File: src/sv/drdf_pkg.sv
// ----------------------------------------------------------------------------
// drdf_pkg: shared types and constants of the detection row decode filter
// Register indexes, field widths, packed result layout and box rounding helpers.
// ----------------------------------------------------------------------------
package drdf_pkg;

   localparam int VALUE_W = 32;
   localparam int CSR_W   = 17;
   localparam int CNT_W   = 11;
   localparam int CLS_W   = 10;
   localparam int ROW_W   = 16;
   localparam int PIX_W   = 15;
   localparam int RSP_W   = 120;

   typedef enum logic [1:0] {
      REG_CLASS_COUNT     = 2'd0,
      REG_ROW_LENGTH      = 2'd1,
      REG_SCORE_THRESHOLD = 2'd2
   } csr_index_type;

   localparam logic [CNT_W-1:0] CLASS_COUNT_RST     = 11'd80;
   localparam logic [CNT_W-1:0] ROW_LENGTH_RST      = 11'd84;
   localparam logic [CSR_W-1:0] SCORE_THRESHOLD_RST = 17'd16384;
   localparam logic [CNT_W-1:0] ROW_LENGTH_MIN      = 11'd5;
   localparam logic [CNT_W-1:0] BOX_VALUES          = 11'd4;
   localparam logic [CNT_W-1:0] CLASS_LIMIT         = 11'd1024;

   typedef struct packed {
      logic [PIX_W-1:0]   box_height;
      logic [PIX_W-1:0]   box_width;
      logic [PIX_W-1:0]   box_top;
      logic [PIX_W-1:0]   box_left;
      logic [ROW_W-1:0]   row_index;
      logic [30:0]        confidence;
      logic [CLS_W-1:0]   class_index;
   } result_type;

   // round(max(center - size/2 + 0.5, 0)), worked in units of 2^-17
   function automatic logic [PIX_W-1:0] edge_px(logic signed [VALUE_W-1:0] center,
                                                logic signed [VALUE_W-1:0] size);
      logic signed [35:0] u;
      logic [35:0]        r;
      u = 36'(center) + 36'(center) - 36'(size) + 36'sd65536;
      r = 36'(u) + 36'd65536;
      if (u < 0) begin
         return '0;
      end
      if (|r[35:32]) begin
         return '1;
      end
      return r[31:17];
   endfunction

   // round(size + 0.5), negative gives 0
   function automatic logic [PIX_W-1:0] size_px(logic signed [VALUE_W-1:0] size);
      logic signed [33:0] u;
      logic [33:0]        r;
      u = 34'(size) + 34'sd32768;
      r = 34'(u) + 34'd32768;
      if (u < 0) begin
         return '0;
      end
      if (|r[33:31]) begin
         return '1;
      end
      return r[30:16];
   endfunction

endpackage

File: src/sv/detection_row_decode_filter.sv
// ----------------------------------------------------------------------------
// detection_row_decode_filter: detector row decode with class argmax and threshold
// Takes one Q16.16 tensor value per beat, tracks the best class score of each
// row and emits one box candidate at the end of a row whose score passes.
// ----------------------------------------------------------------------------
//  channel  | dir | tdata                                     | tuser
//  req_     | in  | value[31:0]                               | frame_start
//  rsp_     | out | class, confidence, row, left, top, w, h   | -
//  csr_     | in  | write enable, index, 17-bit data          | -
//
//  one value per cycle; the row state updates in the accepting cycle and a
//  candidate enters a two-entry output buffer (output register plus skid)
//  req_tready is low only while both output entries are full
//  reset is synchronous and restores the registers and clears all row state
// ----------------------------------------------------------------------------
module detection_row_decode_filter
   import drdf_pkg::*;
#(
   parameter int MAX_CLASSES    = 1024,
   parameter int MAX_ROW_LENGTH = 2048
) (
   input  logic                 clock,
   input  logic                 reset,
   input  logic                 req_tvalid,
   output logic                 req_tready,
   input  logic [VALUE_W-1:0]   req_tdata,   // value[31:0]
   input  logic                 req_tuser,   // frame_start
   output logic                 rsp_tvalid,
   input  logic                 rsp_tready,
   output logic [RSP_W-1:0]     rsp_tdata,   // class_index[9:0], confidence[40:10],
                                             // row_index[56:41], box_left[71:57],
                                             // box_top[86:72], box_width[101:87],
                                             // box_height[116:102], zero[119:117]
   input  logic                 csr_we,
   input  logic [1:0]           csr_index,
   input  logic [CSR_W-1:0]     csr_wdata
);

   localparam int CLS_CAP_I = (MAX_CLASSES < 1024) ? MAX_CLASSES : 1024;
   localparam int ROW_CAP_I = (MAX_ROW_LENGTH < 2047) ? MAX_ROW_LENGTH : 2047;
   localparam logic [CNT_W-1:0] CLS_CAP = CNT_W'(CLS_CAP_I);
   localparam logic [CNT_W-1:0] ROW_CAP = CNT_W'(ROW_CAP_I);

   logic [CNT_W-1:0]          class_count_ff;
   logic [CNT_W-1:0]          row_length_ff;
   logic [CSR_W-1:0]          threshold_ff;

   logic [CNT_W-1:0]          pos_ff, pos_in;
   logic [ROW_W-1:0]          row_ff, row_in;
   logic signed [VALUE_W-1:0] best_ff, best_in;
   logic [CLS_W-1:0]          best_cls_ff, best_cls_in;
   logic signed [VALUE_W-1:0] box_ff [4];

   logic                      head_valid_ff, skid_valid_ff;
   result_type                head_ff, skid_ff;
   result_type                result;

   logic [CNT_W-1:0]          rl_eff, cc_eff, cc_raw, p, cls_off;
   logic                      accept, row_end, emit, pop, in_class;
   logic signed [VALUE_W-1:0] v;

   assign v      = req_tdata;
   assign accept = req_tvalid && req_tready;
   assign pop    = rsp_tvalid && rsp_tready;

   assign req_tready = !skid_valid_ff;
   assign rsp_tvalid = head_valid_ff;
   assign rsp_tdata  = {3'b000, head_ff};

   always_comb begin
      rl_eff = row_length_ff;
      if (rl_eff < ROW_LENGTH_MIN) begin
         rl_eff = ROW_LENGTH_MIN;
      end
      if (rl_eff > ROW_CAP) begin
         rl_eff = ROW_CAP;
      end
      cc_raw = (class_count_ff == '0) ? CNT_W'(1) : class_count_ff;
      cc_eff = cc_raw;
      if (cc_eff > CLS_CAP) begin
         cc_eff = CLS_CAP;
      end
      if (cc_eff > rl_eff - BOX_VALUES) begin
         cc_eff = rl_eff - BOX_VALUES;
      end
   end

   always_comb begin
      p        = req_tuser ? '0 : pos_ff;
      cls_off  = p - BOX_VALUES;
      in_class = (p >= BOX_VALUES) && (cls_off < cc_eff);
      best_in     = best_ff;
      best_cls_in = best_cls_ff;
      if (in_class && (p == BOX_VALUES || v > best_ff)) begin
         best_in     = v;
         best_cls_in = cls_off[CLS_W-1:0];
      end
      row_end = ({1'b0, p} + 12'd1) >= {1'b0, rl_eff};
      row_in  = req_tuser ? '0 : row_ff;
      pos_in  = row_end ? '0 : p + CNT_W'(1);
      emit    = row_end && (best_in > $signed({15'd0, threshold_ff}));
   end

   always_comb begin
      result.class_index = best_cls_in;
      result.confidence  = best_in[30:0];
      result.row_index   = row_in;
      result.box_left    = edge_px(box_ff[0], box_ff[2]);
      result.box_top     = edge_px(box_ff[1], box_ff[3]);
      result.box_width   = size_px(box_ff[2]);
      result.box_height  = size_px(box_ff[3]);
   end

   // configuration registers
   always_ff @(posedge clock) begin
      if (reset) begin
         class_count_ff <= CLASS_COUNT_RST;
         row_length_ff  <= ROW_LENGTH_RST;
         threshold_ff   <= SCORE_THRESHOLD_RST;
      end else if (csr_we) begin
         unique case (csr_index)
            REG_CLASS_COUNT:     class_count_ff <= csr_wdata[CNT_W-1:0];
            REG_ROW_LENGTH:      row_length_ff  <= csr_wdata[CNT_W-1:0];
            REG_SCORE_THRESHOLD: threshold_ff   <= csr_wdata;
            default: ;
         endcase
      end
   end

   // row state
   always_ff @(posedge clock) begin
      if (reset) begin
         pos_ff      <= '0;
         row_ff      <= '0;
         best_ff     <= '0;
         best_cls_ff <= '0;
         for (int i = 0; i < 4; i++) begin
            box_ff[i] <= '0;
         end
      end else if (accept) begin
         pos_ff      <= pos_in;
         row_ff      <= row_end ? row_in + ROW_W'(1) : row_in;
         best_ff     <= best_in;
         best_cls_ff <= best_cls_in;
         if (p < BOX_VALUES) begin
            box_ff[p[1:0]] <= v;
         end
      end
   end

   // output register and skid entry
   always_ff @(posedge clock) begin
      if (reset) begin
         head_valid_ff <= 1'b0;
         skid_valid_ff <= 1'b0;
      end else begin
         if (pop) begin
            if (skid_valid_ff) begin
               head_ff       <= skid_ff;
               skid_valid_ff <= 1'b0;
            end else if (accept && emit) begin
               head_ff <= result;
            end else begin
               head_valid_ff <= 1'b0;
            end
         end else if (accept && emit) begin
            if (!head_valid_ff) begin
               head_ff       <= result;
               head_valid_ff <= 1'b1;
            end else begin
               skid_ff       <= result;
               skid_valid_ff <= 1'b1;
            end
         end
      end
   end

endmodule
File: config.mk
export PLATFORM = sky130hd
export DESIGN_NAME = detection_row_decode_filter
export DESIGN_NICKNAME = d
export VERILOG_FILES = /design/src/sv/drdf_pkg.sv /design/src/sv/detection_row_decode_filter.sv
export SDC_FILE = /design/constraint.sdc
export NUM_CORES = 1
export LEC_CHECK = 0
export BUFFER_PORTS_ARGS = -buffer_cell sky130_fd_sc_hd__buf_4
export CAP_MARGIN = 0
export CELL_PAD_IN_SITES_DETAIL_PLACEMENT = 0
export CELL_PAD_IN_SITES_GLOBAL_PLACEMENT = 1
export CORE_AREA = 2 2 214 300
export DETAILED_ROUTE_END_ITERATION = 10
export DIE_AREA = 0 0 216 302
export PLACE_DENSITY = 0.71
export SYNTH_ARGS = -nofsm -noshare
export SYNTH_HDL_FRONTEND = slang
export SYNTH_SLANG_ARGS = --single-unit
File: constraint.sdc
create_clock -name clock -period 51.9 [get_ports clock]
set_clock_uncertainty 0.2 [all_clocks]
set_input_delay 0 -clock clock [delete_from_list [all_inputs] [get_ports clock]]
set_output_delay 0 -clock clock [all_outputs]
set_load 0.1 [all_outputs]
# After elaboration in Yosys (flattened, before gate mapping)
# Memory sizes are Yosys's and may differ from the RTL's.
# Index checks and enable logic that the tools add are counted.
# word_totals
register_bits	344
latchBits	0
ramBits	128
rom_bits	0
input_bits	57
wordCells	145
mem_count	1
# classes
n_addsub	17
multipliers	0
div_mod_pow	0
magnitude_cmp	14
eq_ne	6
n_shift	0
n_mux	57
bitwise_logic	2
n_reduce_logical	25
# memory_table
memory	depth	width	read_ports	rd_clocked_by_memory_dff	write_ports	line_no	source
box_ff	4	32	4	0	4	detection_row_decode_filter.sv:52	logic signed [VALUE_W-1:0] box_ff [4];
# ops
cell	count
$mux 117	5
$mux 15	16
$mux 11	7
$add 35x18->36 const B	2
$add 34x18->35 const B	2
$lt 35x1->1 const B	2
$add 33x17->34 const B	2
$sub 33x32->34	2
$add 32x17->33 const B	2
$add 32x32->33	2
$lt 33x1->1 const B	2
$mux 32	2
$gt 32x18->1	1
$gt 32x32->1	1
$mux 16	2
$reduce_or 32->1	1
$mux 1	23
$gt 11x11->1 const B	2
$lt 11x3->1 const B	2
$sub 11x3->11 const B	2
$add 16x1->16 const B	1
$add 11x1->12 const B	1
$ge 12x11->1	1
$add 11x1->11 const B	1
other kinds (23)	37

# Logic depth before layout (Yosys ltp)
# Gate-level depths: netlist of the first run.
# logic_depth
depth_word	17
mapped_depth	41
ltp_nobuf	39

# Worst setup path after synthesis of the first run
# No wires, ideal clock.
# synth_timing
path_kind	register -> register
start	register row_length_ff[5]
end	register head_ff (netlist bit rsp_tdata[0]), enable pin
arrival_ps	15768
required_ps	50920
setup_slack_ps	35152
path_stages_with_launch	42
n_path_buf	2
synth_period_minus_slack_ps	16748
path_cell_list	dfxtp_1 inv_1 nand4_1 nor3_1 and3_1 nor2_1 ha_1 xnor2_1 ha_1 a21o_1 a21o_1 a21oi_1 a21oi_1 a211oi_1 nor2_1 clkbuf_1 nand2_1 o21ai_0 (+6 left out) a21oi_1 o21ai_0 a41o_1 nor2_1 buf_2 mux2_2 ha_1 nor2b_1 o21a_1 o21a_1 o21a_1 o21a_1 o21bai_1 a21oi_1 nor2_1 or3_1 mux2_2 a221oi_1
# synth_via
elab_chain_cells	16
word_cells_on_any_way	18
classes_between	1 x add/sub; 6 x order compare; 4 x mux; 7 x reduce/logical
# synth_lines
item	line_no	source
start: declaration	detection_row_decode_filter.sv:45	logic [CNT_W-1:0] row_length_ff;
start signal: assignment	detection_row_decode_filter.sv:123	REG_ROW_LENGTH: row_length_ff <= csr_wdata[CNT_W-1:0];
$lt 11x3->1	detection_row_decode_filter.sv:72	if (rl_eff < ROW_LENGTH_MIN) begin
$mux 11 *	detection_row_decode_filter.sv:72	
$gt 11x11->1	detection_row_decode_filter.sv:75	if (rl_eff > ROW_CAP) begin
$mux 11 *	detection_row_decode_filter.sv:75	
$sub 11x3->11 *	detection_row_decode_filter.sv:83, detection_row_decode_filter.sv:84	
$gt 11x11->1	detection_row_decode_filter.sv:83	if (cc_eff > rl_eff - BOX_VALUES) begin
$mux 11 *	detection_row_decode_filter.sv:83	
$lt 11x11->1 *	detection_row_decode_filter.sv:91	in_class = (p >= BOX_VALUES) && (cls_off < cc_eff);
$logic_and 1x1->1 *	detection_row_decode_filter.sv:91	
$logic_and 1x1->1 *	detection_row_decode_filter.sv:94	if (in_class && (p == BOX_VALUES || v > best_ff)) begin
$mux 32 *	detection_row_decode_filter.sv:94	
via best_in[1]	detection_row_decode_filter.sv:50	logic signed [VALUE_W-1:0] best_ff, best_in;
$gt 32x18->1 *	detection_row_decode_filter.sv:101	emit = row_end && (best_in > $signed({15'd0, threshold_ff}));
$logic_and 1x1->1 *	detection_row_decode_filter.sv:101	
$logic_and 1x1->1 *	detection_row_decode_filter.sv:161, detection_row_decode_filter.sv:166	
$reduce_bool 2->1 (no line)	-	
$reduce_and 4->1 (no line) *	-	
end signal: assignment	detection_row_decode_filter.sv:159	head_ff <= skid_ff;
end signal: assignment	detection_row_decode_filter.sv:162	head_ff <= result;
end signal: assignment	detection_row_decode_filter.sv:168	head_ff <= result;
end: declaration	detection_row_decode_filter.sv:55	result_type head_ff, skid_ff;
# Mark *: on every way through the listed nets, which the timed path passes. The rest lies on a longest branch.
# A chain may end at the register's enable or synchronous reset.

# Worst setup path in the final report of the first run
# layout_timing
start	register row_length_ff[4]
end	register head_ff (netlist bit rsp_tdata[86]), enable pin
# Same word-level chain as after synthesis.

==> results.py, run 1 <==
metrics = {
    "drt": {
        "wl_met2_um": 40200,
        "routed_wl_um": 74500,
        "drc": 0,
        "drt_iter0_drc": 1181,
        "top_layer_used": "met5",
        "via_per_inst": 5.49,
        "drtPass1Iterations": 5,
        "antenna_left": 0,
        "wl_met1_um": 29100,
        "wl_met3_um": 2560,
        "wl_per_cell_um": 19.7,
        "vias": 20800,
    },
    "setup_path": {
        "crit_arrival_ns": 10.44,
        "crit_type": "flip-flop to flip-flop",
        "cp-start-kind": "flip-flop",
        "crit_slowest_cell": "buf_4",
        "critPathMostFrequentCell": "a21oi_1",
        "crit_fanout": 71,
        "cpPeakStageDelay_ns": 0.75,
        "cp-end-kind": "flip-flop",
        "path_delay_family": "compound AO/OA/AOI/OAI gates",
        "required_ns": 51.91,
        "crit_buf_inv": 3,
    },
    "floorplan": {
        "rows": 109,
        "die_h_um": 302,
        "io_pins": 179,
        "die_x_um": 216,
        "initial_core_util_pct": 44.3,
        "core_area_sq_um": 62700,
        "die-area_sq_um": 65200,
    },
    "power": {
        "p_int_uw": 653,
        "swShare_pct": 27.6,
        "finalPower_uw": 902,
        "pwr-share-comb_pct": 17.2,
        "p_per_area_nw_per_um2": 28.0,
        "leakage_uw": 0.0126,
        "peakVddDrop_v": 0.0000230,
        "clockPowerShare_pct": 36.4,
        "power.net_switching_uw": 249,
        "seq_power_share_pct": 46.4,
    },
    "cells_and_area": {
        "nNetsFinal": 3197,
        "mostFrequentLayoutCells": "362 x edfxtp_1, 294 x nand2_1, 223 x ha_1",
        "fin_cells": 3786,
        "stdcell_area_sq_um": 32300,
        "area_delta_synth_final_pct": 16.1,
        "diodes": 0,
        "final_common_cell": "edfxtp_1",
        "final_layout_size_suffix_gt1_share_pct": 14.4,
    },
    "sta": {
        "layout_min_cycle_time_ns": 10.43,
        "rsz0062_at_grt": "false",
        "slew_violations": 0,
        "tns_ns": 0,
        "max_freq_mhz": 95.9,
        "report.final.hold_viol_count": 0,
        "tightest_slew_ns": 1.05,
        "maxSlewHeadroom_pct": 29.5,
        "setup_viol": 0,
        "period_share_pct": 20.1,
        "setup_ws_ns": 41.47,
    },
    "global_route": {
        "grt.total_usage_pct": 22.6,
        "grt-ovfl-total": 0,
        "first_global_vias": 20800,
        "antenna_found_initial": 3,
        "grt_pass1_wl_um": 116000,
        "grt_start_max_net_pins": 72,
    },
    "placement": {
        "dp_hpwl_um": 55600,
        "place_inst": 3603,
        "gp_congestion": 0.862,
        "pre_cts_ws_ns": 41.42,
        "placed_area_sq_um": 29900,
        "numPortBuffers": 175,
    },
    "clock_network": {
        "path_clk_slew_ns": 0.07,
        "cts.path.max_buffers": 3,
        "h-tree-depth": 2,
        "clock_latency_ns": 0.61,
        "clock_sinks": 472,
        "clockRootBuffer": "clkbuf_16",
        "cts_tree": "yes",
        "cts_hold_buf": 96,
        "cts_resized": 0,
        "numCtsBuffers": 48,
        "post_cts_buffers": 0,
    },
    "job": {
        "maxCapViolations": 0,
    },
    "logic_synthesis": {
        "ys_warn_count": 0,
        "avgSynthCellArea_sq_um": 10.3,
        "ys_types": 97,
        "synth_edf_count": 362,
        "netlist_area_sq_um": 27800,
        "ys_seq_area_share_pct": 47.0,
        "async_reset_ff_share_pct": 0,
        "synth-seq-cells": 472,
        "synth_top_flop_cell": "edfxtp_1",
        "postSynthCellCount": 2692,
    },
    "run_status": {
        "status": "completed",
    },
    "min_path": {
        "hold_path_class": "input port to flip-flop",
    },
}
[worst reg2reg max path, delay by kind of cell (launching register included)]
family | cells | cell delay (ns)
AO/OA/AOI/OAI | 19 | 3.66
XOR/XNOR | 1 | 0.19
adder cells (fa/ha/maj) | 4 | 1.25
buffers and inverters | 3 | 1.37
flip-flops | 1 | 0.40
multiplexers | 2 | 0.78
AND/OR/NAND/NOR | 12 | 2.08
[flip-flops by register name, summed over array words and instances, names as in the netlist]
register,count
best_cls_ff,10
best_ff,32
box_ff,128
class_count_ff,11
pos_ff,11
row_ff,16
row_length_ff,11
rsp_tdata,117
rsp_tvalid,1
skid_ff,117
skid_valid_ff,1
threshold_ff,17
[power groups by stage]
| stage | clock network, uW | registers (uW) | logic (uW) |
|---|---|---|---|
| after CTS | 336 | 418 | 156 |
| after global placement | 0 | 426 | 148 |
| after floorplan | 0 | 425 | 110 |
| after detailed placement | 0 | 427 | 150 |
| final | 328 | 418 | 155 |
| after global routing | 349 | 419 | 174 |
[cells in the mapped netlist (all sizes together), types with 6 or more instances]
cell type / n / area share [%]
and2: 108 / 2.4
mux2: 114 / 4.7
o21ai: 104 / 1.9
nor2b: 35 / 0.79
xnor2: 96 / 3.1
a31oi: 10 / 0.23
a22oi: 6 / 0.16
or2: 10 / 0.23
nor4: 23 / 0.56
a211oi: 15 / 0.44
o211ai: 20 / 0.54
o21a: 19 / 0.51
and3: 54 / 1.2
or3: 16 / 0.36
inv: 158 / 2.1
nand3: 66 / 1.2
dfxtp: 110 / 7.9
nor3: 45 / 0.81
nor2: 192 / 2.6
a2111oi: 7 / 0.29
edfxtp: 362 / 39
mux2i: 45 / 1.7
a211o: 8 / 0.25
nand2b: 12 / 0.27
buf: 32 / 0.64
and4: 17 / 0.54
nand4: 47 / 1.1
a21oi: 170 / 3.2
o31ai: 6 / 0.18
nand3b: 10 / 0.27
o2111ai: 6 / 0.21
clkbuf: 83 / 1.1
and3b: 6 / 0.19
ha: 223 / 10
xor2: 30 / 0.95
a21o: 45 / 1.2
nand2: 294 / 4.0
a311oi: 7 / 0.27
[path summary, 6_finish.rpt]
path	start	endpoint	slack, ns	cells after the start
worst max-delay path	row_length_ff[4]	rsp_tdata[86]	41.47	41
worst min-delay path	csr_wdata[7]	class_count_ff[7]	0.04	4
worst max register to register	row_length_ff[4]	rsp_tdata[86]	41.47	41
worst min register to register	row_length_ff[10]	row_length_ff[10]	0.26	2
[per-layer routing]
layer	GRT usage (%)	vias up
met1	25.6	10000
met3	2.30	128
met5	0	-
li1	-	10200
met2	43.6	417
met4	8.37	2
[area by class of cell]
cell class              count  area (sq um)
clock buffers              61          1260
clock inverters            26           181
fillers                  5713         30500
inverters                 158           593
multi-input cells        1949         13700
flip-flops and latches    472         13100
well taps                 832          1040
repair buffers            288          2400
[stage by stage]
step / hold WS (ns) / util, %
finish: 0.0368 / 51.4
global route: 0.0229 / 51.4
CTS: 0.00691 / 51.4
detailed placement: 0.00727 / 47.6
global placement: 0.00742 / 47.6
floorplan: -0.0822 / -
[cell families (layout without fill, tap and decap cells)]
group	count (synthesis)	count (layout)	share of synthesized area, %
compound gates	485	485	11.5
xor+xnor	126	126	4.04
fa+ha+maj	223	223	10.0
buf+inv	273	533	3.90
flops	472	472	47.0
mux	159	159	6.37
other cells	1	3	0.0135
simple gates	953	953	17.1
Power figures use the tool's default switching activity.
==> inputs of run 2 (changes only) <==
--- a/config.mk
+++ b/config.mk
@@ -9,10 +9,10 @@
 export CAP_MARGIN = 0
 export CELL_PAD_IN_SITES_DETAIL_PLACEMENT = 0
 export CELL_PAD_IN_SITES_GLOBAL_PLACEMENT = 1
-export CORE_AREA = 2 2 214 300
+export CORE_AREA = 2 2 216 303
 export DETAILED_ROUTE_END_ITERATION = 10
-export DIE_AREA = 0 0 216 302
-export PLACE_DENSITY = 0.71
+export DIE_AREA = 0 0 218 305
+export PLACE_DENSITY = 0.73
 export SYNTH_ARGS = -nofsm -noshare
 export SYNTH_HDL_FRONTEND = slang
 export SYNTH_SLANG_ARGS = --single-unit
==> constraint.sdc (replaced) <==
create_clock -name clock -period 8.5 [get_ports clock]
set_clock_uncertainty 0.2 [all_clocks]
set_input_delay 0 -clock clock [delete_from_list [all_inputs] [get_ports clock]]
set_output_delay 0 -clock clock [all_outputs]
set_load 0.1 [all_outputs]
==> results.py, run 2 (synthesis results as in run 1) <==
metrics = {
    "run_status": {
        "status": "completed",
    },
    "clock_network": {
        "h-tree-depth": 2,
        "clock_sinks": 472,
        "clockRootBuffer": "clkbuf_16",
        "cts.path.max_buffers": 3,
        "clock_latency_ns": 0.61,
        "cts_tree": "yes",
        "path_clk_slew_ns": 0.06,
        "numCtsBuffers": 47,
    },
    "placement": {
        "dp_hpwl_um": 54900,
        "place_inst": 3626,
        "numPortBuffers": 175,
        "gp_congestion": 0.884,
        "pre_cts_ws_ns": 0.193,
    },
    "cells_and_area": {
        "final_common_cell": "edfxtp_1",
        "regMostFlops": "box_ff",
        "nNetsFinal": 3220,
        "largest_reg_flops": 128,
        "final_layout_size_suffix_gt1_share_pct": 15.8,
        "nFillCells": 5846,
        "diodes": 0,
        "area_delta_synth_final_pct": 18.0,
        "fin_cells": 3818,
        "mostFrequentLayoutCells": "362 x edfxtp_1, 294 x nand2_1, 221 x ha_1",
    },
    "sta": {
        "tns_ns": 0,
        "max_freq_mhz": 124,
        "tightest_slew_ns": 1.04,
        "setup_viol": 0,
        "layout_min_cycle_time_ns": 8.08,
        "report.final.hold_viol_count": 0,
        "maxSlewHeadroom_pct": 30.4,
        "setup_ws_ns": 0.420,
        "slew_violations": 0,
        "period_share_pct": 95.1,
    },
    "min_path": {
        "hold_path_class": "input port to flip-flop",
        "worstHoldStart": "csr_wdata[1]",
    },
    "floorplan": {
        "die_h_um": 305,
        "rows": 110,
        "initial_core_util_pct": 43.5,
        "die_x_um": 218,
        "io_pins": 179,
        "core_area_sq_um": 63900,
        "die-area_sq_um": 66500,
    },
    "drt": {
        "drt_iter0_drc": 1112,
        "drc": 0,
        "antenna_left": 0,
        "vias": 21000,
        "routed_wl_um": 74700,
        "wl_per_cell_um": 19.6,
        "via_per_inst": 5.50,
        "drtPass1Iterations": 6,
    },
    "power": {
        "peakVddDrop_v": 0.000142,
        "leakage_uw": 0.0128,
        "p_per_area_nw_per_um2": 173,
    },
    "setup_path": {
        "crit_buf_inv": 6,
        "crit_arrival_ns": 8.17,
        "critPathLaunch": "row_length_ff[5]",
        "r2r-start": "row_length_ff[5]",
        "cpPeakStageDelay_ns": 0.38,
        "required_ns": 8.59,
        "crit_slowest_cell": "mux2_2",
        "crit_fanout": 37,
        "crit_type": "flip-flop to flip-flop",
        "cp-end-kind": "flip-flop",
        "critPathMostFrequentCell": "a21oi_1",
        "path_delay_family": "compound AO/OA/AOI/OAI gates",
        "cp-start-kind": "flip-flop",
    },
    "global_route": {
        "grt_pass1_wl_um": 115000,
        "grt-ovfl-total": 0,
        "first_global_vias": 21100,
        "grt.total_usage_pct": 22.2,
        "grt_start_max_net_pins": 64,
        "antenna_found_initial": 1,
    },
    "job": {
        "maxCapViolations": 0,
    },
}
-- run 2: worst paths after layout --
check | to | slack (ns) | cells past startpoint
setup / recovery | rsp_tdata[85] | 0.42 | 42
hold / removal | row_length_ff[1] | 0.03 | 4
setup reg to reg | rsp_tdata[85] | 0.42 | 42
hold reg to reg | threshold_ff[2] | 0.26 | 2
-- run 2: area by class of cell --
| class | instances | area, sq um | share of cell area [%] |
|---|---|---|---|
| repair buffers | 312 | 2720 | 8.29 |
| inverters | 158 | 593 | 1.81 |
| clock buffers | 68 | 1330 | 4.05 |
| well taps | 840 | 1050 | 3.20 |
| clock inverters | 19 | 231 | 0.706 |
| flip-flops and latches | 472 | 13100 | 39.9 |
| multi-input cells | 1949 | 13800 | 42.1 |
-- run 2: where the power goes --
| part | leakage, uW | internal [uW] | switching, uW |
|---|---|---|---|
| Combinational | 0.00770 | 385 | 582 |
| Sequential | 0.00439 | 2530 | 24.8 |
| Clock | 0.000755 | 1220 | 928 |
| Total | 0.0128 | 4130 | 1530 |
-- run 2: tightest hold or removal path, delay by kind of cell --
family / cells / cell delay, ns
AND/OR/NAND/NOR: 1 / 0.06
AO/OA/AOI/OAI: 1 / 0.05
buffers and inverters: 2 / 0.68
-- run 2: timing repair --
item / in CTS / in global routing
resized for setup: 0 / 6
buffers inserted: 0 / 8
hold endpoints to repair: 400 / 0
endpoints found under the setup margin: 0 / 235
hold buffers: 96 / 0
-- run 2: layer usage --
metal | GRT usage, % | routed length, um
met5 | 0 | 11
met4 | 8.61 | 3030
met3 | 2.78 | 2510
met2 | 41.9 | 39800
met1 | 24.9 | 29400
-- run 2: metrics by stage --
step / power, uW / util [%] / hold slack, ns / instance area (sq um)
detailed placement: 3530 / 47.2 / 0.00731 / 30100
global placement: 3510 / 47.2 / 0.00943 / 30100
floorplan: 3280 / - / -0.0822 / 27900
global route: 5910 / 51.4 / 0.0282 / 32800
CTS: 5700 / 51.2 / 0.00325 / 32700
finish: 5670 / 51.4 / 0.0341 / 32800
